`src/rtl/vlp_pkg.sv`:
```
// shared types, constants and helpers for the vertex light and project block
// no dependencies
package vlp_pkg;

	localparam int WorldW   = 24;
	localparam int NormW    = 16;
	localparam int ColW     = 24;
	localparam int ScrW     = 16;
	localparam int GainW    = 10;
	localparam int CfgW     = 48;
	localparam int CfgIdxW  = 3;
	localparam int InDataW  = 144;
	localparam int OutDataW = 64;
	localparam int DivQW    = 48;
	localparam int DivDW    = 24;
	localparam int DotW     = 34;
	localparam int QueueDepthDefault = 4;
	localparam logic signed [WorldW-1:0] ZNearLimit = -24'sd384000;

	typedef enum logic [CfgIdxW-1:0] {
		REG_AMBIENT   = 3'd0,
		REG_DIRECT    = 3'd1,
		REG_LIGHT_DIR = 3'd2,
		REG_ORIGIN_X  = 3'd3,
		REG_ORIGIN_Y  = 3'd4
	} reg_idx_t;

	typedef struct packed {
		logic signed [WorldW-1:0] wx;
		logic signed [WorldW-1:0] wy;
		logic signed [WorldW-1:0] wz;
		logic signed [NormW-1:0]  nx;
		logic signed [NormW-1:0]  ny;
		logic signed [NormW-1:0]  nz;
		logic [ColW-1:0]          col;
		logic                     last;
		logic                     keep;
	} vtx_t;

	typedef struct packed {
		logic                   visible;
		logic [ColW-1:0]        col;
		logic signed [ScrW-1:0] sx;
		logic signed [ScrW-1:0] sy;
		logic                   last;
	} res_t;

	function automatic logic signed [ScrW-1:0] sat16(input logic signed [DivQW:0] v);
		logic signed [ScrW-1:0] r;
		if (v > 49'sd32767) r = 16'sh7fff;
		else if (v < -49'sd32768) r = -16'sh8000;
		else r = v[ScrW-1:0];
		return r;
	endfunction

endpackage

```
`src/rtl/vlp_front.sv`:
```
// front end: unpacks incoming vertices, classifies depth range, feeds the queue
// depends on vlp_pkg
module vlp_front (
	input  logic                         clk,
	input  logic                         arst_n,
	input  logic                         s_axis_tvalid,
	output logic                         s_axis_tready,
	input  logic [vlp_pkg::InDataW-1:0]  s_axis_tdata,
	input  logic                         s_axis_tlast,
	output logic                         q_valid,
	input  logic                         q_ready,
	output vlp_pkg::vtx_t                q_data
);
	import vlp_pkg::*;

	vtx_t v;
	logic valid_q;
	vtx_t data_q;

	always_comb begin
		v.wx   = s_axis_tdata[23:0];
		v.wy   = s_axis_tdata[47:24];
		v.wz   = s_axis_tdata[71:48];
		v.nx   = s_axis_tdata[87:72];
		v.ny   = s_axis_tdata[103:88];
		v.nz   = s_axis_tdata[119:104];
		v.col  = s_axis_tdata[143:120];
		v.last = s_axis_tlast;
		v.keep = (v.wz < 0) && (v.wz >= ZNearLimit);
	end

	assign s_axis_tready = !valid_q || q_ready;
	assign q_valid = valid_q;
	assign q_data  = data_q;

	always_ff @(posedge clk or negedge arst_n) begin
		if (!arst_n) begin
			valid_q <= 1'b0;
		end else if (s_axis_tready) begin
			valid_q <= s_axis_tvalid;
		end
	end

	always_ff @(posedge clk) begin
		if (s_axis_tready && s_axis_tvalid) begin
			data_q <= v;
		end
	end
endmodule

```
`config.mk`:
```
export PLATFORM = sky130hd
export DESIGN_NAME = vlp_front
export DESIGN_NICKNAME = d
export VERILOG_FILES = /design/src/rtl/vlp_pkg.sv /design/src/rtl/vlp_front.sv
export SDC_FILE = /design/constraint.sdc
export NUM_CORES = 1
export LEC_CHECK = 0
export BUFFER_PORTS_ARGS = -buffer_cell sky130_fd_sc_hd__buf_2
export CORE_AREA = 2 2 114 116
export DETAILED_ROUTE_END_ITERATION = 7
export DIE_AREA = 0 0 116 118
export PLACE_DENSITY = 0.7
export SYNTH_ARGS = -nofsm -noshare
export SYNTH_HDL_FRONTEND = slang
export SYNTH_SLANG_ARGS = --single-unit
```
`constraint.sdc`:
```
create_clock -name clk -period 6.3 [get_ports clk]
set_clock_uncertainty 0.1 [all_clocks]
set_input_delay 0.63 -clock clk [delete_from_list [all_inputs] [get_ports clk]]
set_output_delay 0.63 -clock clk [all_outputs]
set_load 0.02 [all_outputs]
```
==> metrics.md <==
| Metric | Value |
|---|---|
| Status | `finished, final reports clean` |
| Reg2reg path depth | `3` |
| Diodes inserted | `0` |
| Antenna violations before repair | `0` |
| Power Density | `336.6 mW/mm2` |
| Clock Latency Late Sink | `0.40 ns` |
| Number of H-tree levels | `4` |
| WL final | `10.37 mm` |
| Switching power | `479.1 uW` |
| Max Fanout on Critical Path | `57` |
| Critical Path Source Type | `flip-flop` |
| Via density | `4.221` |
| Die X-Extent | `116 um` |
| Mux share of post-synthesis cell area | `0%` |
| Final TNS setup | `0 ns` |
| Starting Density | `35.94%` |
| Synth top area share | `98.26%` |
| Nets@finish | `622` |
| Int Pwr | `1783 uW` |
| XOR/XNOR Fraction of Synth Area | `0%` |
| Part of the power in the clock network | `40.5%` |
| Syn nets | `304` |
| Yosys warnings | `0` |
| Reg clk slew, reported paths | `0.06 ns` |
| First-pass GRT wire length | `15.08 mm` |
| Synth Area in Adders | `0%` |
| Start point of the worst hold path | `s_axis_tdata[51]` |
| Combinational share of power | `8.4%` |
| DP Cell Count | `625` |
| Yosys reg bits | `147` |
| Sequential Power Share | `51.0%` |
| Sw frac | `21.18%` |
| Post-synthesis compound-gate area fraction | `0.4767%` |
| 1st-pass router iterations | `4` |
| Die area | `0.01369 mm2` |
| Final-report hold violation count | `0` |
| Via count | `2,773` |
| Drt wl/cell | `15.78 um` |
| Type of the worst min-delay path | `in -> reg` |
| Maximum clock frequency | `470.1 MHz` |
| Min Hold Slack | `0.2964 ns` |
| CTS resizes | `0` |
| CTS tree | `yes` |
| Row cnt | `41` |
| Final setup fails | `0` |
| Max-cap violations | `0` |
| Worst reg2reg startpoint | `q_valid$_DFFE_PN0N_` |
| Largest net degree at the start of global routing | `58` |
| Synth Area in Simple Gates | `0.7011%` |
| Hpwl dp | `7.772 mm` |
| RSZ-0062 raised after global routing | `no` |
| Remaining antenna violation count | `0` |
| Largest family of logic cells by synthesized area | `simple AND/OR/NAND/NOR gates` |
| Final Max Slew Viols | `0` |
| Post-synth cell types | `9` |
| Crit Reg-Reg Endpoint | `q_data[23]$_DFFE_PP_` |
| Worst Path Required | `6.24 ns` |
| Leakage Power | `0.002862 uW` |
| Slew HR | `52.87%` |
| Synthesis-to-layout area growth | `50.62%` |
| Final period utilization | `33.77%` |
| FF-to-FF setup slack | `4.17 ns` |
| Cell taking the most area after synthesis | `edfxtp_1` |
| Layout cells sized above 1 | `66.19%` |
| Worst hold path endpoint | `q_data[77]$_DFFE_PP_` |
| Core ar. | `0.01241 mm2` |
| Slew @ Worst Pin | `0.7069 ns` |
| CP Class | `reg -> reg` |
| Register area share after synthesis | `98.82%` |
| Average cell area after synthesis | `28.79 um2` |
| Remaining DRCs | `0` |
| Peak VDD IR | `0.2115 mV` |
| Synth Instances | `155` |
| Cts bufs inserted | `17` |
| Pwr Total | `2262 uW` |
| Worst EP arrival | `2.06 ns` |
| Congestion Overflow GR | `0` |
| Total track usage | `15.14%` |
| Die H | `118 um` |
| Root Driver | `clkbuf_16` |
| Buffers added on ports | `296` |
| Area contributors post-synth | `edfxtp_1, dfrtp_1, nand2b_1` |
| CTS sink count | `147` |
| DRT iter0 DRCs | `180` |
| Critical path endpoint category | `flip-flop` |
| Io pins | `297` |
| Final Wtd Congestion | `0.7490` |
| Post-route minimum period | `2.127 ns` |
| Max Root-Sink Buffers | `2` |
| Fin cells | `657` |
| Post-synthesis cell area | `0.004462 mm2` |
| Vias in the first global route | `2,996` |
| Hold Path Depth | `1` |
==> critical path, stage by stage (launching register included) <==
cell and delay [ns]:
dfrtp_1 0.38, nand2b_1 0.12, and2_4 0.46, buf_4 0.65
==> layer usage <==
metal | wire length, um | share of wire (%) | GRT usage (%) | vias to the layer above
met1 | 3529 | 34 | 14.87 | 1290
met4 | 248 | 2.4 | 7.961 | 0
met2 | 5323 | 51 | 25.77 | 187
met3 | 1263 | 12 | 7.518 | 21
li1 | - | - | - | 1275
met5 | 0 | 0 | 0 | -
==> sequential cells by signal, indices dropped and copies added (netlist names) <==
name,cells
q_data,146
q_valid,1
==> synthesized netlist by cell type <==
master,n
o2111ai_1,1
o31ai_1,1
a21oi_1,1
nor4_1,1
and2_1,1
edfxtp_1,146
and3_1,1
dfrtp_1,1
nand2b_1,2
==> layout make-up <==
type	instances	area [um2]
Clock inverter	8	86.33
Clock buffer	23	447.9
Multi-Input combinational cell	8	55.05
Tap cell	172	215.2
Sequential cell	147	4409
Fill cell	1072	5694
Timing Repair Buffer	299	1506
==> cells by family (layout without fill, tap and decap cells) <==
family / after synthesis / after routing
AND/OR/NAND/NOR: 5 / 5
buffers and inverters: 0 / 330
AO/OA/AOI/OAI: 3 / 3
flip-flops: 147 / 147
==> cells in the final DEF, fill, tap and decap left out <==
cell / count
edfxtp_1: 146
clkbuf_16: 17
clkinv_1: 3
dlygate4sd3_1: 1
o31ai_1: 1
nand2b_1: 2
a21oi_1: 1
clkinv_2: 3
o2111ai_1: 1
clkbuf_1: 6
buf_2: 296
bufinv_16: 2
nor4_1: 1
and3_1: 1
and2_4: 1
buf_4: 2
dfrtp_1: 1
==> power by group through the flow <==
stage | combinational (uW) | clock [uW] | sequential (uW)
floorplan | 19.0 | 0 | 1250
global placement | 189 | 0 | 1170
detailed placement | 193 | 0 | 1170
CTS | 194 | 942 | 1160
global route | 204 | 981 | 1160
finish | 191 | 917 | 1150
==> worst max path at each step <==
stage	startpoint	endpoint	slack, ns
after CTS	q_valid$_DFFE_PN0N_	q_data[23]$_DFFE_PP_	4.15
after global placement	q_ready	q_data[76]$_DFFE_PP_	3.86
after floorplan	q_ready	q_data[0]$_DFFE_PP_	1.40
final	q_valid$_DFFE_PN0N_	q_data[23]$_DFFE_PP_	4.17
after global routing	q_valid$_DFFE_PN0N_	q_data[23]$_DFFE_PP_	4.02
after detailed placement	q_ready	q_data[76]$_DFFE_PP_	3.80
==> per-stage QoR <==
stage	area, um2	worst slack, ns	util [%]
floorplan	4462	1.402	-
global placement	6176	3.860	49.75
detailed placement	6176	3.802	49.75
CTS	6720	4.155	54.13
global route	6720	4.023	54.13
finish	6720	4.173	54.13
==> repair_timing <==
item / 4_1_cts / 5_1_grt
hold buffers: 1 / 0
endpoints found under the hold margin: 1 / 0
buffers inserted: 0 / 0
Power figures use the tool's default switching activity.
