--- src/rtl/vlp_pkg.sv ---
// shared types, constants and helpers for the vertex light and project block
// no dependencies
package vlp_pkg;

	localparam int WorldW   = 24;
	localparam int NormW    = 16;
	localparam int ColW     = 24;
	localparam int ScrW     = 16;
	localparam int GainW    = 10;
	localparam int CfgW     = 48;
	localparam int CfgIdxW  = 3;
	localparam int InDataW  = 144;
	localparam int OutDataW = 64;
	localparam int DivQW    = 48;
	localparam int DivDW    = 24;
	localparam int DotW     = 34;
	localparam int QueueDepthDefault = 4;
	localparam logic signed [WorldW-1:0] ZNearLimit = -24'sd384000;

	typedef enum logic [CfgIdxW-1:0] {
		REG_AMBIENT   = 3'd0,
		REG_DIRECT    = 3'd1,
		REG_LIGHT_DIR = 3'd2,
		REG_ORIGIN_X  = 3'd3,
		REG_ORIGIN_Y  = 3'd4
	} reg_idx_t;

	typedef struct packed {
		logic signed [WorldW-1:0] wx;
		logic signed [WorldW-1:0] wy;
		logic signed [WorldW-1:0] wz;
		logic signed [NormW-1:0]  nx;
		logic signed [NormW-1:0]  ny;
		logic signed [NormW-1:0]  nz;
		logic [ColW-1:0]          col;
		logic                     last;
		logic                     keep;
	} vtx_t;

	typedef struct packed {
		logic                   visible;
		logic [ColW-1:0]        col;
		logic signed [ScrW-1:0] sx;
		logic signed [ScrW-1:0] sy;
		logic                   last;
	} res_t;

	function automatic logic signed [ScrW-1:0] sat16(input logic signed [DivQW:0] v);
		logic signed [ScrW-1:0] r;
		if (v > 49'sd32767) r = 16'sh7fff;
		else if (v < -49'sd32768) r = -16'sh8000;
		else r = v[ScrW-1:0];
		return r;
	endfunction

endpackage

--- src/rtl/vlp_queue.sv ---
// small fifo between front and back halves
// depends on vlp_pkg
module vlp_queue #(
	parameter int Depth = vlp_pkg::QueueDepthDefault
) (
	input  logic          clk,
	input  logic          arst_n,
	input  logic          in_valid,
	output logic          in_ready,
	input  vlp_pkg::vtx_t in_data,
	output logic          out_valid,
	input  logic          out_ready,
	output vlp_pkg::vtx_t out_data
);
	import vlp_pkg::*;
	localparam int AW = (Depth > 1) ? $clog2(Depth) : 1;

	vtx_t mem_q [Depth];
	logic [AW-1:0] wp_q, rp_q;
	logic [AW:0] cnt_q;
	logic wr, rd;

	assign in_ready  = cnt_q != (AW+1)'(Depth);
	assign out_valid = cnt_q != '0;
	assign out_data  = mem_q[rp_q];
	assign wr = in_valid && in_ready;
	assign rd = out_valid && out_ready;

	always_ff @(posedge clk or negedge arst_n) begin
		if (!arst_n) begin
			wp_q <= '0;
			rp_q <= '0;
			cnt_q <= '0;
		end else begin
			if (wr) wp_q <= (wp_q == AW'(Depth-1)) ? '0 : wp_q + 1'b1;
			if (rd) rp_q <= (rp_q == AW'(Depth-1)) ? '0 : rp_q + 1'b1;
			cnt_q <= cnt_q + (AW+1)'(wr) - (AW+1)'(rd);
		end
	end

	always_ff @(posedge clk) begin
		if (wr) mem_q[wp_q] <= in_data;
	end
endmodule

--- config.mk ---
export PLATFORM = sky130hd
export DESIGN_NAME = vlp_queue
export DESIGN_NICKNAME = d
export VERILOG_FILES = /design/src/rtl/vlp_pkg.sv /design/src/rtl/vlp_queue.sv
export SDC_FILE = /design/constraint.sdc
export NUM_CORES = 1
export LEC_CHECK = 0
export BUFFER_PORTS_ARGS = -buffer_cell sky130_fd_sc_hd__clkbuf_2
export CAP_MARGIN = 20
export CELL_PAD_IN_SITES_DETAIL_PLACEMENT = 1
export CELL_PAD_IN_SITES_GLOBAL_PLACEMENT = 2
export CORE_UTILIZATION = 41
export CTS_CLUSTER_DIAMETER = 60
export DETAILED_ROUTE_END_ITERATION = 16
export HOLD_SLACK_MARGIN = 0.05
export MAX_ROUTING_LAYER = met4
export PLACE_DENSITY = 0.81
export SYNTH_ARGS = -nofsm -noshare
export SYNTH_HDL_FRONTEND = slang
export SYNTH_SLANG_ARGS = --single-unit
--- constraint.sdc ---
create_clock -name clk -period 2.8 [get_ports clk]
set_input_delay 0.28 -clock clk [delete_from_list [all_inputs] [get_ports clk]]
set_output_delay 0.28 -clock clk [all_outputs]
set_load 0.02 [all_outputs]
==> tab_implementation.tex, run 1 <==
\begin{tabular}{lr}
\hline
Metric & Value \\
\hline
\multicolumn{2}{l}{\textbf{Timing}} \\
Number of failing setup endpoints in the final timing report & 0 \\
Setup TNS after final layout & 0 ns \\
Slew Limit Headroom & 62.56\% \\
Slew at the pin closest to its max-slew limit & 0.5617 ns \\
Crit share post-route & 95.19\% \\
Number of max-slew violations in the final report & 0 \\
Highest attainable clock frequency & around 380 MHz \\
Least setup slack across all paths after layout & 0.1347 ns \\
Unrepaired setup endpoints after global routing & false \\
Final Hold Fails & 0 \\
Minimum clock period after layout & 2.665 ns \\
Clock skew & 0.02331 ns \\
Worst Hold Slack & roughly 0.2 ns \\
\multicolumn{2}{l}{\textbf{Power and ir drop}} \\
Pint & approximately 20 mW \\
VDD IR max & roughly 0.00084 V \\
Pleak & 9.465 nW \\
Combinational cell fraction of total power & 32.6\% \\
Clock power share & 25.6\% \\
PwrDens & 1070 nW/um2 \\
Proportion of total power due to net switching & 32.08\% \\
Switching power & 9.401 mW \\
Sequential share of power & between 40\% and 50\% \\
PnR Total Power & 29.31 mW \\
\multicolumn{2}{l}{\textbf{Drt}} \\
Final wirelength & 46800 um \\
Vias per inst & 5.055 \\
Vias post-DR & just over 10k \\
Post-DRT Antenna Nets & 0 \\
Average routed wire per standard cell & approximately 23 um \\
Violation count after the first detailed-routing iteration & 545 \\
Remaining DRCs & 0 \\
Drt first pass iters & 4 \\
\multicolumn{2}{l}{\textbf{Layout}} \\
Share of cells above drive strength 1 & 41.60\% \\
Area of the multi-input gates & 3550 um2 \\
Relative area change from synthesis to final layout & 27.27\% \\
Nets & 1459 \\
Leading cell type in the layout, fill and taps excluded & edfxtp\_1 \\
Final standard cell area without fillers & 27400 um2 \\
Number of filler cells placed in the layout & 4533 \\
Sequential cell area in the final layout & 17720 um2 \\
Most frequent cells in the layout & edfxtp\_1 (584), clkbuf\_2 (297), dlygate4sd3\_1 (149), mux4\_2 (146), clkbuf\_16 (62) \\
\multicolumn{2}{l}{\textbf{Critical path}} \\
Category of the worst setup path launch point & register \\
Cell at the slowest stage of the critical path & dfrtp\_4 \\
Largest fanout on the critical path & 39 \\
Top cell family by delay on the critical path & flip-flops \\
Kind of capture point of the worst setup path & output pin \\
Sum of buffers and inverters on the critical path & 2 \\
Cell Chain, Critical Path & buf\_16, mux4\_2, clkbuf\_2 \\
CP required & between 2 and 3 ns \\
Critical path arrival & 2.39 ns \\
CP peak stage delay & 0.65 ns \\
Worst setup path class & reg2out \\
\multicolumn{2}{l}{\textbf{Synth}} \\
Average cell area after synthesis & around 27 um2 \\
Number of synthesized flops with an enable pin & 584 \\
Netlist area before placement & 21530 um2 \\
Number of flip-flops and latches in the synthesized netlist & approximately 590 \\
Synth Net Count & 959 \\
Yosys warnings & 0 \\
Cells after Synth & approximately 800 \\
Prevailing post-synth register cell & edfxtp\_1 \\
Number of distinct library cells after synthesis & 19 \\
Post-synth top area share & between 80\% and 90\% \\
Largest area contributor in the synthesized netlist & edfxtp\_1 \\
Asr flop ratio synth & 1.184\% \\
Sequential cell area fraction in the yosys report & 82.28\% \\
Synth area leaders & edfxtp\_1 (81\%), mux4\_2 (15\%), dfrtp\_1 (0.81\%) \\
\multicolumn{2}{l}{\textbf{Placement}} \\
Final estimated routing congestion in global placement & 0.7099 \\
PortBufs & a little under 300 \\
Instance area at placement & 24030 um2 \\
Estimated wirelength of the detail-placed design & 27060 um \\
Worst slack, placed & 0.3728 ns \\
\multicolumn{2}{l}{\textbf{Clocking}} \\
Worst skew pair latency & 0.60 ns \\
Clock sink count & 591 \\
Clock transition at path regs & 0.06 ns \\
Clock Path Buffers & 3 \\
CTS tree & done \\
TritonCTS buffer count & 60 \\
Post CTS Setup Buffer Count & 0 \\
CTS H-tree lvls & 2 \\
Cell at the root of the clock tree & clkbuf\_16 \\
\multicolumn{2}{l}{\textbf{GRT}} \\
Vias in the first global route & approximately 11k \\
Overall routing resource usage & 18.13\% \\
Wire length of the first global-routing pass & about 70000 um \\
Antenna violations before repair & 4 \\
Pin count of the biggest net entering global routing & 67 \\
Grt ovf & 0 \\
\multicolumn{2}{l}{\textbf{Floorplan}} \\
Die outline area & 53420 um2 \\
Die Y & around 230 um \\
Io pins & $\sim$300 \\
Core Region & 51610 um2 \\
Die extent in x & 231.1 um \\
Number of standard-cell rows in the floorplan & 83 \\
Initial core utilization & 41.71\% \\
\multicolumn{2}{l}{\textbf{Min path}} \\
Path category of the worst min-delay check & in2reg \\
\multicolumn{2}{l}{\textbf{Status}} \\
Outcome & complete, no violations \\
\multicolumn{2}{l}{\textbf{Flow run}} \\
Reported max-cap violation count & 0 \\
\hline
\end{tabular}
## metal layers
layer  global-route usage (%)  share of wire (%)  wire length, um  up-vias
met1                    22.40                 40            18940     5418
met3                    4.614                6.4             3015       69
met4                    4.967                1.9              890        0
met5                        -                  0                0        -
li1                         -                  -                -     4484
met2                    29.76                 51            23960      290
## power by group through the flow
stage                     combinational (mW)  clock, mW  sequential (mW)
final                                   9.54       7.51             12.3
after global routing                    10.2       8.02             12.4
after CTS                               9.69       7.71             12.3
after detailed placement                9.47          0             12.4
after global placement                  9.41          0             12.3
after floorplan                         6.39          0             12.2
## flip-flops by register name, indices dropped and copies added, names as in the netlist
| register | cells |
|---|---|
| mem_q | 584 |
| wp_q | 2 |
| rp_q | 2 |
| cnt_q | 3 |
## layout make-up
cell class	count	share of cell area (%)
timing repair buffer	471	12.45
clock inverter	34	0.9408
inverter	7	0.09591
antenna	4	0.03654
clock buffer	73	5.736
sequential	591	64.68
tap	680	3.106
multi-input combinational	170	12.96
## repair_timing
item                       CTS  global route
setup endpoints to repair    8            33
hold endpoints to repair   593             0
hold buffers               149             0
cloned                       0             1
gates resized for setup      1             1
## cell usage after synthesis, types with 2 or more instances
| cell type | number |
|---|---|
| buf_2 | 16 |
| edfxtp_1 | 584 |
| clkbuf_1 | 2 |
| mux4_2 | 146 |
| nor2_1 | 2 |
| dfrtp_1 | 7 |
| mux2_4 | 2 |
| and3_2 | 4 |
| ha_1 | 7 |
| xnor2_1 | 2 |
| mux2_2 | 2 |
| inv_1 | 7 |
| buf_6 | 14 |
## metrics by stage
| stage | utilization [%] | cells |
|---|---|---|
| 4_1_cts | 53.00 | 2025 |
| 2_1_floorplan | - | 801 |
| 6_report | 53.08 | 2030 |
| 3_3_place_gp | 46.55 | 1769 |
| 3_5_place_dp | 46.55 | 1769 |
| 5_1_grt | 53.08 | 2030 |
## final timing paths
kind                           endpoint      from  slack (ns)  depth (start not counted)
min in group asynchronous       wp_q[0]    arst_n        0.67                          3
hold / removal                  wp_q[0]  in_valid        0.20                          3
setup reg to reg               cnt_q[2]  cnt_q[1]        0.37                         10
setup / recovery           out_data[65]   rp_q[0]        0.13                          3
hold reg to reg                cnt_q[2]  cnt_q[2]        0.50                          1
max in group asynchronous       rp_q[1]    arst_n        1.84                          3
## kinds of logic after synthesis
| group | share of synthesized area [%] |
|---|---|
| and+or+nand+nor | 0.3197 |
| adders and majority gates | 0.4999 |
| muxes | 15.52 |
| DFF | 82.28 |
| buffers and inverters | 1.296 |
| xor gates and xnor gates | 0.08139 |
## worst register-to-register path, cell delays in order (launching register included)
cell and delay, ns:
dfrtp_1 0.43, or3_2 0.49, nand2_1 0.14, inv_1 0.06
ha_1 0.26, inv_1 0.05, ha_1 0.13, inv_1 0.05
fa_1 0.40, xnor2_1 0.19, xnor2_1 0.14
Power figures use the tool's default switching activity.
==> run 2: changes to the inputs <==
--- a/config.mk
+++ b/config.mk
@@ -15,6 +15,7 @@
 export HOLD_SLACK_MARGIN = 0.05
 export MAX_ROUTING_LAYER = met4
 export PLACE_DENSITY = 0.81
+export SETUP_SLACK_MARGIN = 0.2
 export SYNTH_ARGS = -nofsm -noshare
 export SYNTH_HDL_FRONTEND = slang
 export SYNTH_SLANG_ARGS = --single-unit
==> run 2 against run 1 <==
Flip-flop and latch count unchanged. Utilization is 0.28 points higher. Clock power barely moved. Final area up 0.53%. Critical path depth is 1 higher. Wire length rose by 2.0%. Count of clock-buffer cells in the layout stayed put. Critical endpoint is now out_data[32]. Maximum frequency up 3.9%. Sequential share of layout area decreased by 0.34 points.
==> tab_implementation.tex, run 2 (synthesis gave the netlist of run 1 again) <==
\begin{tabular}{lr}
\hline
Metric & Value \\
\hline
\multicolumn{2}{l}{\textbf{Drt}} \\
Remaining DRCs & 0 (unchanged) \\
Average routed wire per standard cell & 23.44 um (was 23.06 um) \\
Violation count after the first detailed-routing iteration & 588 (was 545) \\
Vias per inst & 5.085 (was 5.055) \\
Post-DRT Antenna Nets & 0 (unchanged) \\
Vias post-DR & 10.35k (was 10.26k) \\
Final wirelength & 47720 um (was 46800 um) \\
Drt first pass iters & 5 (was 4) \\
\multicolumn{2}{l}{\textbf{GRT}} \\
Wire length of the first global-routing pass & 71600 um (was 70120 um) \\
Overall routing resource usage & 18.62\% (was 18.13\%) \\
Pin count of the biggest net entering global routing & 67 (unchanged) \\
Grt ovf & 0 (unchanged) \\
Antenna violations before repair & 3 (was 4) \\
Vias in the first global route & 11.42k (was 11.38k) \\
\multicolumn{2}{l}{\textbf{Timing}} \\
Number of failing setup endpoints in the final timing report & 0 (unchanged) \\
Slew Limit Headroom & 66.65\% (was 62.56\%) \\
Crit share post-route & 91.62\% (was 95.19\%) \\
Clock skew & 0.02187 ns (was 0.02331 ns) \\
Number of max-slew violations in the final report & 0 (unchanged) \\
Unrepaired setup endpoints after global routing & true (was false) \\
Minimum clock period after layout & 2.565 ns (was 2.665 ns) \\
Least setup slack across all paths after layout & 0.2345 ns (was 0.1347 ns) \\
Final Hold Fails & 0 (unchanged) \\
Highest attainable clock frequency & 389.8 MHz (was 375.2 MHz) \\
Slew at the pin closest to its max-slew limit & 0.5002 ns (was 0.5617 ns) \\
\multicolumn{2}{l}{\textbf{Power and ir drop}} \\
Pleak & 9.541 nW (was 9.465 nW) \\
PnR Total Power & 29.66 mW (was 29.31 mW) \\
PwrDens & 1077 nW/um2 (was 1070 nW/um2) \\
VDD IR max & 0.0008470 V (was 0.0008353 V) \\
\multicolumn{2}{l}{\textbf{Clocking}} \\
TritonCTS buffer count & 60 (unchanged) \\
CTS H-tree lvls & 2 (unchanged) \\
Clock transition at path regs & 0.06 ns (about the same) \\
Worst skew pair latency & 0.60 ns (about the same) \\
Cell at the root of the clock tree & clkbuf\_16 (unchanged) \\
CTS tree & done (unchanged) \\
Clock sink count & 591 (unchanged) \\
Clock Path Buffers & 3 (unchanged) \\
\multicolumn{2}{l}{\textbf{Critical path}} \\
R2r setup slk & 0.37 ns (about the same) \\
Worst setup path class & reg2out (unchanged) \\
Category of the worst setup path launch point & register (unchanged) \\
Largest fanout on the critical path & 13 (was 39) \\
Cells on worst reg2reg path & 10 (unchanged) \\
Critical path arrival & 2.29 ns (was 2.39 ns) \\
CP required & 2.52 ns (about the same) \\
Kind of capture point of the worst setup path & output pin (unchanged) \\
\multicolumn{2}{l}{\textbf{Min path}} \\
Cell depth of the worst min-delay path & 3 (unchanged) \\
Path category of the worst min-delay check & in2reg (unchanged) \\
\multicolumn{2}{l}{\textbf{Floorplan}} \\
Initial core utilization & 41.71\% (unchanged) \\
Die Y & 231.1 um (unchanged) \\
Core Region & 51610 um2 (unchanged) \\
Die extent in x & 231.1 um (unchanged) \\
Number of standard-cell rows in the floorplan & 83 (unchanged) \\
Die outline area & 53420 um2 (unchanged) \\
Io pins & 298 (unchanged) \\
\multicolumn{2}{l}{\textbf{Layout}} \\
Most frequent cells in the layout & edfxtp\_1 (584), clkbuf\_2 (297), dlygate4sd3\_1 (149), mux4\_2 (146), clkbuf\_16 (62) (unchanged) \\
Nets & 1466 (was 1459) \\
Share of cells above drive strength 1 & 42.13\% (was 41.60\%) \\
Relative area change from synthesis to final layout & 27.95\% (was 27.27\%) \\
Most flops, register & mem\_q (unchanged) \\
Leading cell type in the layout, fill and taps excluded & edfxtp\_1 (unchanged) \\
Flip-flop count of the largest register after layout & 584 (unchanged) \\
Top flop regs & mem\_q: 584 flops, cnt\_q: 3 flops (unchanged) \\
\multicolumn{2}{l}{\textbf{Placement}} \\
Estimated wirelength of the detail-placed design & 27060 um (unchanged) \\
Worst slack, placed & 0.3728 ns (unchanged) \\
Final estimated routing congestion in global placement & 0.7099 (unchanged) \\
PortBufs & 297 (unchanged) \\
\multicolumn{2}{l}{\textbf{Flow run}} \\
Reported max-cap violation count & 0 (unchanged) \\
\multicolumn{2}{l}{\textbf{Status}} \\
Outcome & complete, no violations (unchanged) \\
\hline
\end{tabular}
-- run 2: timing repair --
action	4_1_cts	5_1_grt
resized for setup	2	5
hold buffers	149	0
hold endpoints to repair	593	0
pin swaps	0	0
setup endpoints to repair	129	84
gates cloned	2	1
setup buffers	5	0
-- run 2: path summary, 6_finish.rpt --
path                       startpoint            to
max in group asynchronous      arst_n       rp_q[0]
min in group asynchronous      arst_n      cnt_q[0]
max reg2reg                  cnt_q[1]      cnt_q[2]
max                           rp_q[0]  out_data[32]
min reg2reg                  cnt_q[2]      cnt_q[2]
min                          in_valid       wp_q[1]
-- run 2: layer usage --
| layer | wire [um] | track usage [%] | vias up |
|---|---|---|---|
| met5 | 0 | - | - |
| met4 | 898 | 5.070 | 0 |
| met3 | 3172 | 4.724 | 68 |
| met2 | 24300 | 30.41 | 297 |
| met1 | 19350 | 23.16 | 5485 |
| li1 | - | - | 4503 |
-- run 2: through the flow --
stage / instances / TNS (ns) / cell area, um2 / hold WS [ns] / util [%]
4_1_cts: 2032 / 0 / 27500 / 0.1555 / 53.27
2_1_floorplan: 801 / -83.34 / 21530 / -0.01559 / -
3_5_place_dp: 1769 / 0 / 24030 / 0.1308 / 46.55
5_1_grt: 2036 / 0 / 27540 / 0.1910 / 53.36
3_3_place_gp: 1769 / 0 / 24030 / 0.1260 / 46.55
6_report: 2036 / 0 / 27540 / 0.2075 / 53.36
-- run 2: area by class of cell --
class / count / area [um2]
fillers: 4529 / 24070
flip-flops and latches: 591 / 17720
multi-input cells: 170 / 3560
repair buffers: 478 / 3548
clock buffers: 73 / 1572
well taps: 680 / 850.8
clock inverters: 34 / 257.7
inverters: 7 / 26.28
diodes: 3 / 7.507
-- run 2: critical path: stages (launching register included) --
cell and delay [ns]:
dfrtp_4 0.43, buf_12 0.18, buf_4 0.32, mux4_2 0.57, clkbuf_2 0.19
-- run 2: power by group --
| part | internal [mW] | total, mW | switching, mW |
|---|---|---|---|
| logic | 4.12 | 9.97 | 5.84 |
| clock network | 4.32 | 7.52 | 3.20 |
| registers | 11.7 | 12.2 | 0.489 |
==> run 3: changes to the inputs <==
--- a/config.mk
+++ b/config.mk
@@ -5,16 +5,17 @@
 export SDC_FILE = /design/constraint.sdc
 export NUM_CORES = 1
 export LEC_CHECK = 0
+export ABC_AREA = 1
 export BUFFER_PORTS_ARGS = -buffer_cell sky130_fd_sc_hd__clkbuf_2
 export CAP_MARGIN = 20
 export CELL_PAD_IN_SITES_DETAIL_PLACEMENT = 1
 export CELL_PAD_IN_SITES_GLOBAL_PLACEMENT = 2
-export CORE_UTILIZATION = 41
+export CORE_UTILIZATION = 36
 export CTS_CLUSTER_DIAMETER = 60
 export DETAILED_ROUTE_END_ITERATION = 16
 export HOLD_SLACK_MARGIN = 0.05
 export MAX_ROUTING_LAYER = met4
-export PLACE_DENSITY = 0.81
+export PLACE_DENSITY = 0.8
 export SETUP_SLACK_MARGIN = 0.2
 export SYNTH_ARGS = -nofsm -noshare
 export SYNTH_HDL_FRONTEND = slang
==> run 3 against run 2 <==
Area after synthesis rose by 11%. Maximum frequency rose by 4.0%. Clock skew rose by 0.0059 ns. Flip-flop and latch count did not move. Sequential power barely moved. Critical path depth rose by 1. Final area rose by 8.1%.
==> tab_implementation.tex, run 3 <==
\begin{tabular}{lr}
\hline
Metric & Value \\
\hline
\multicolumn{2}{l}{\textbf{Timing}} \\
Unrepaired setup endpoints after global routing & true (unchanged) \\
Slew at the pin closest to its max-slew limit & 0.7101 ns (was 0.5002 ns) \\
Number of failing setup endpoints in the final timing report & 0 (unchanged) \\
Least setup slack across all paths after layout & 0.3333 ns (was 0.2345 ns) \\
Minimum clock period after layout & 2.467 ns (was 2.565 ns) \\
Highest attainable clock frequency & 405.4 MHz (was 389.8 MHz) \\
Final Hold Fails & 0 (unchanged) \\
Worst Hold Slack & 0.1395 ns (was 0.2075 ns) \\
Clock skew & 0.02781 ns (was 0.02187 ns) \\
Crit share post-route & 88.10\% (was 91.62\%) \\
Slew Limit Headroom & 52.66\% (was 66.65\%) \\
Number of max-slew violations in the final report & 0 (unchanged) \\
\multicolumn{2}{l}{\textbf{Clocking}} \\
TritonCTS buffer count & 66 (was 60) \\
Cell at the root of the clock tree & clkbuf\_16 (unchanged) \\
Worst skew pair latency & 0.59 ns (was 0.60 ns) \\
CTS tree & done (unchanged) \\
Clock sink count & 591 (unchanged) \\
Clock Path Buffers & 3 (unchanged) \\
CTS H-tree lvls & 3 (was 2) \\
Clock transition at path regs & 0.05 ns (was 0.06 ns) \\
\multicolumn{2}{l}{\textbf{Critical path}} \\
Cell at the slowest stage of the critical path & dfrtp\_4 (was mux4\_2) \\
Cells on worst reg2reg path & 11 (was 10) \\
Cell Chain, Critical Path & buf\_16, nand2\_1, o211ai\_2, nand2\_1, clkbuf\_2 (was buf\_12, buf\_4, mux4\_2, clkbuf\_2) \\
Worst R2R End & cnt\_q[2] (unchanged) \\
Critical path arrival & 2.19 ns (was 2.29 ns) \\
Kind of capture point of the worst setup path & output pin (unchanged) \\
CP required & 2.52 ns (about the same) \\
Largest fanout on the critical path & 108 (was 13) \\
CP peak stage delay & 0.64 ns (was 0.57 ns) \\
R2r setup slk & 0.74 ns (was 0.37 ns) \\
Worst setup path class & reg2out (unchanged) \\
Category of the worst setup path launch point & register (unchanged) \\
Most numerous cell on the critical path & nand2\_1 \\
Reg2Reg Launch Point & cnt\_q[1] (unchanged) \\
\multicolumn{2}{l}{\textbf{Synth}} \\
Number of synthesized flops with an enable pin & 584 (unchanged) \\
Post-synth top area share & 73.44\% (was 81.47\%) \\
Cells after Synth & 1761 (was 801) \\
Synth Net Count & 1919 (was 959) \\
Netlist area before placement & 23880 um2 (was 21530 um2) \\
List of most frequent post-synthesis cells & edfxtp\_1 (584), nand2\_1 (455), inv\_1 (305) (was edfxtp\_1 (584), mux4\_2 (146), buf\_2 (16)) \\
Largest area contributor in the synthesized netlist & edfxtp\_1 (unchanged) \\
Prevailing post-synth register cell & edfxtp\_1 (unchanged) \\
Asr flop ratio synth & 1.184\% (unchanged) \\
Yosys warnings & 0 (unchanged) \\
Top-count cell post-synth & edfxtp\_1 (unchanged) \\
Number of flip-flops and latches in the synthesized netlist & 591 (unchanged) \\
Number of distinct library cells after synthesis & 15 (was 19) \\
Average cell area after synthesis & 13.56 um2 (was 26.87 um2) \\
Sequential cell area fraction in the yosys report & 74.18\% (was 82.28\%) \\
Synth area leaders & edfxtp\_1 (73\%), o211ai\_1 (8.2\%), nand2\_1 (7.2\%) (was edfxtp\_1 (81\%), mux4\_2 (15\%), dfrtp\_1 (0.81\%)) \\
\multicolumn{2}{l}{\textbf{Placement}} \\
Estimated wirelength of the detail-placed design & 32950 um (was 27060 um) \\
PortBufs & 297 (unchanged) \\
Final estimated routing congestion in global placement & 0.7342 (was 0.7099) \\
Worst slack, placed & 0.7179 ns (was 0.3728 ns) \\
Instance area at placement & 26200 um2 (was 24030 um2) \\
Number of cells after detailed placement & 2859 (was 1769) \\
\multicolumn{2}{l}{\textbf{Layout}} \\
Most frequent cells in the layout & edfxtp\_1 (584), nand2\_1 (453), inv\_1 (305), clkbuf\_2 (297), o211ai\_1 (262) (was edfxtp\_1 (584), clkbuf\_2 (297), dlygate4sd3\_1 (149), mux4\_2 (146), clkbuf\_16 (62)) \\
Final Instance Count excl. Fillers & 3134 (was 2036) \\
Sequential cell area in the final layout & 17720 um2 (about the same) \\
Nets & 2371 (was 1466) \\
Leading cell type in the layout, fill and taps excluded & edfxtp\_1 (unchanged) \\
Share of cells above drive strength 1 & 20.34\% (was 42.13\%) \\
Number of filler cells placed in the layout & 6785 (was 4529) \\
Area of the multi-input gates & 4252 um2 (was 3560 um2) \\
Top flop regs & mem\_q: 584 flops, cnt\_q: 3 flops (unchanged) \\
Flip-flop count of the largest register after layout & 584 (unchanged) \\
Final standard cell area without fillers & 29770 um2 (was 27540 um2) \\
Relative area change from synthesis to final layout & 24.66\% (was 27.95\%) \\
Most flops, register & mem\_q (unchanged) \\
\multicolumn{2}{l}{\textbf{Drt}} \\
Average routed wire per standard cell & 18.18 um (was 23.44 um) \\
Post-DRT Antenna Nets & 0 (unchanged) \\
Final wirelength & 56970 um (was 47720 um) \\
Vias post-DR & 14.79k (was 10.35k) \\
Drt first pass iters & 5 (unchanged) \\
Violation count after the first detailed-routing iteration & 681 (was 588) \\
Remaining DRCs & 0 (unchanged) \\
Vias per inst & 4.720 (was 5.085) \\
\multicolumn{2}{l}{\textbf{GRT}} \\
Pin count of the biggest net entering global routing & 109 (was 67) \\
Vias in the first global route & 15.90k (was 11.42k) \\
Grt ovf & 0 (unchanged) \\
Overall routing resource usage & 17.36\% (was 18.62\%) \\
Wire length of the first global-routing pass & 87150 um (was 71600 um) \\
Antenna violations before repair & 7 (was 3) \\
\multicolumn{2}{l}{\textbf{Floorplan}} \\
Initial core utilization & 36.32\% (was 41.71\%) \\
Core Region & 65750 um2 (was 51610 um2) \\
Number of standard-cell rows in the floorplan & 94 (was 83) \\
Die outline area & 67360 um2 (was 53420 um2) \\
Io pins & 298 (unchanged) \\
Die extent in x & 259.5 um (was 231.1 um) \\
Die Y & 259.5 um (was 231.1 um) \\
\multicolumn{2}{l}{\textbf{Power and ir drop}} \\
PwrDens & 1074 nW/um2 (was 1077 nW/um2) \\
VDD IR max & 0.0006314 V (was 0.0008470 V) \\
Pleak & 11.78 nW (was 9.541 nW) \\
PnR Total Power & 31.97 mW (was 29.66 mW) \\
\multicolumn{2}{l}{\textbf{Status}} \\
Outcome & complete, no violations (unchanged) \\
\multicolumn{2}{l}{\textbf{Min path}} \\
Path category of the worst min-delay check & in2async (was in2reg) \\
\multicolumn{2}{l}{\textbf{Flow run}} \\
Reported max-cap violation count & 0 (unchanged) \\
\hline
\end{tabular}
-- run 3: cell types whose count changed after synthesis, sizes merged, moves of 5 or more --
| cell | previous run | this run |
|---|---|---|
| o211ai | 0 | 292 |
| nor2 | 2 | 7 |
| nand3 | 0 | 5 |
| nand2 | 1 | 455 |
| buf | 31 | 96 |
| inv | 7 | 306 |
| mux4 | 146 | 0 |
-- run 3: worst max-delay path, delay by kind of cell (launching register included) --
| kind | cells | cell delay (ns) |
|---|---|---|
| flops | 1 | 0.64 |
| buf+inv | 2 | 0.55 |
| simple gates | 2 | 0.23 |
| compound gates | 1 | 0.08 |
-- run 3: how the worst max path moves through the flow --
stage,from,endpoint,slack [ns],cells past startpoint
after detailed placement,cnt_q[1],cnt_q[2],0.72,11
final,rp_q[0],out_data[40],0.33,5
after global placement,cnt_q[1],cnt_q[2],0.79,11
after floorplan,cnt_q[1],mem_q[0][0],-0.57,4
after CTS,rp_q[1],out_data[136],0.21,5
after global routing,rp_q[0],out_data[33],0.18,5
-- run 3: timing repair --
| item | 4_1_cts | 5_1_grt |
|---|---|---|
| endpoints found under the hold margin | 595 | 0 |
| setup endpoints to repair | 12 | 7 |
| hold buffers | 149 | 0 |
| resized for setup | 1 | 1 |
| buffers inserted | 1 | 0 |
| gates cloned | 0 | 0 |
-- run 3: per-layer routing --
metal | share of wire [%] | wire [um] | vias to the layer above | track usage (%)
li1 | - | - | 7061 | -
met1 | 41 | 23400 | 7391 | 19.64
met2 | 53 | 29940 | 275 | 30.62
met3 | 4.8 | 2739 | 64 | 4.003
met4 | 1.5 | 881 | 0 | 4.673
met5 | 0 | 0 | - | -
-- run 3: report_power, final --
| group | switching, mW | internal (mW) |
|---|---|---|
| clock | 3.37 | 4.76 |
| combinational | 8.19 | 3.54 |
| sequential | 0.498 | 11.6 |
-- run 3: logic make-up (layout without fill, tap and decap cells) --
kind of cell | after synthesis | count (layout) | synth area share, %
other | 0 | 9 | 0
AO/OA/AOI/OAI | 292 | 292 | 9.809
AND/OR/NAND/NOR | 467 | 467 | 7.367
flip-flops | 591 | 591 | 74.18
buffers and inverters | 403 | 903 | 8.195
adder cells (fa/ha/maj) | 8 | 8 | 0.4506
-- run 3: final cells by class --
class	count	area share, %
clock inverter	30	0.8869
tap	864	3.632
multi-input combinational	767	14.28
clock buffer	86	5.944
timing repair buffer	481	11.77
sequential	591	59.53
antenna	9	0.07566
inverter	306	3.884
-- run 3: metrics by stage --
| step | TNS, ns | utilization (%) |
|---|---|---|
| 2_1_floorplan | -322.84 | - |
| 3_3_place_gp | 0 | 39.85 |
| 3_5_place_dp | 0 | 39.85 |
| 4_1_cts | 0 | 45.24 |
| 5_1_grt | 0 | 45.27 |
| 6_report | 0 | 45.27 |
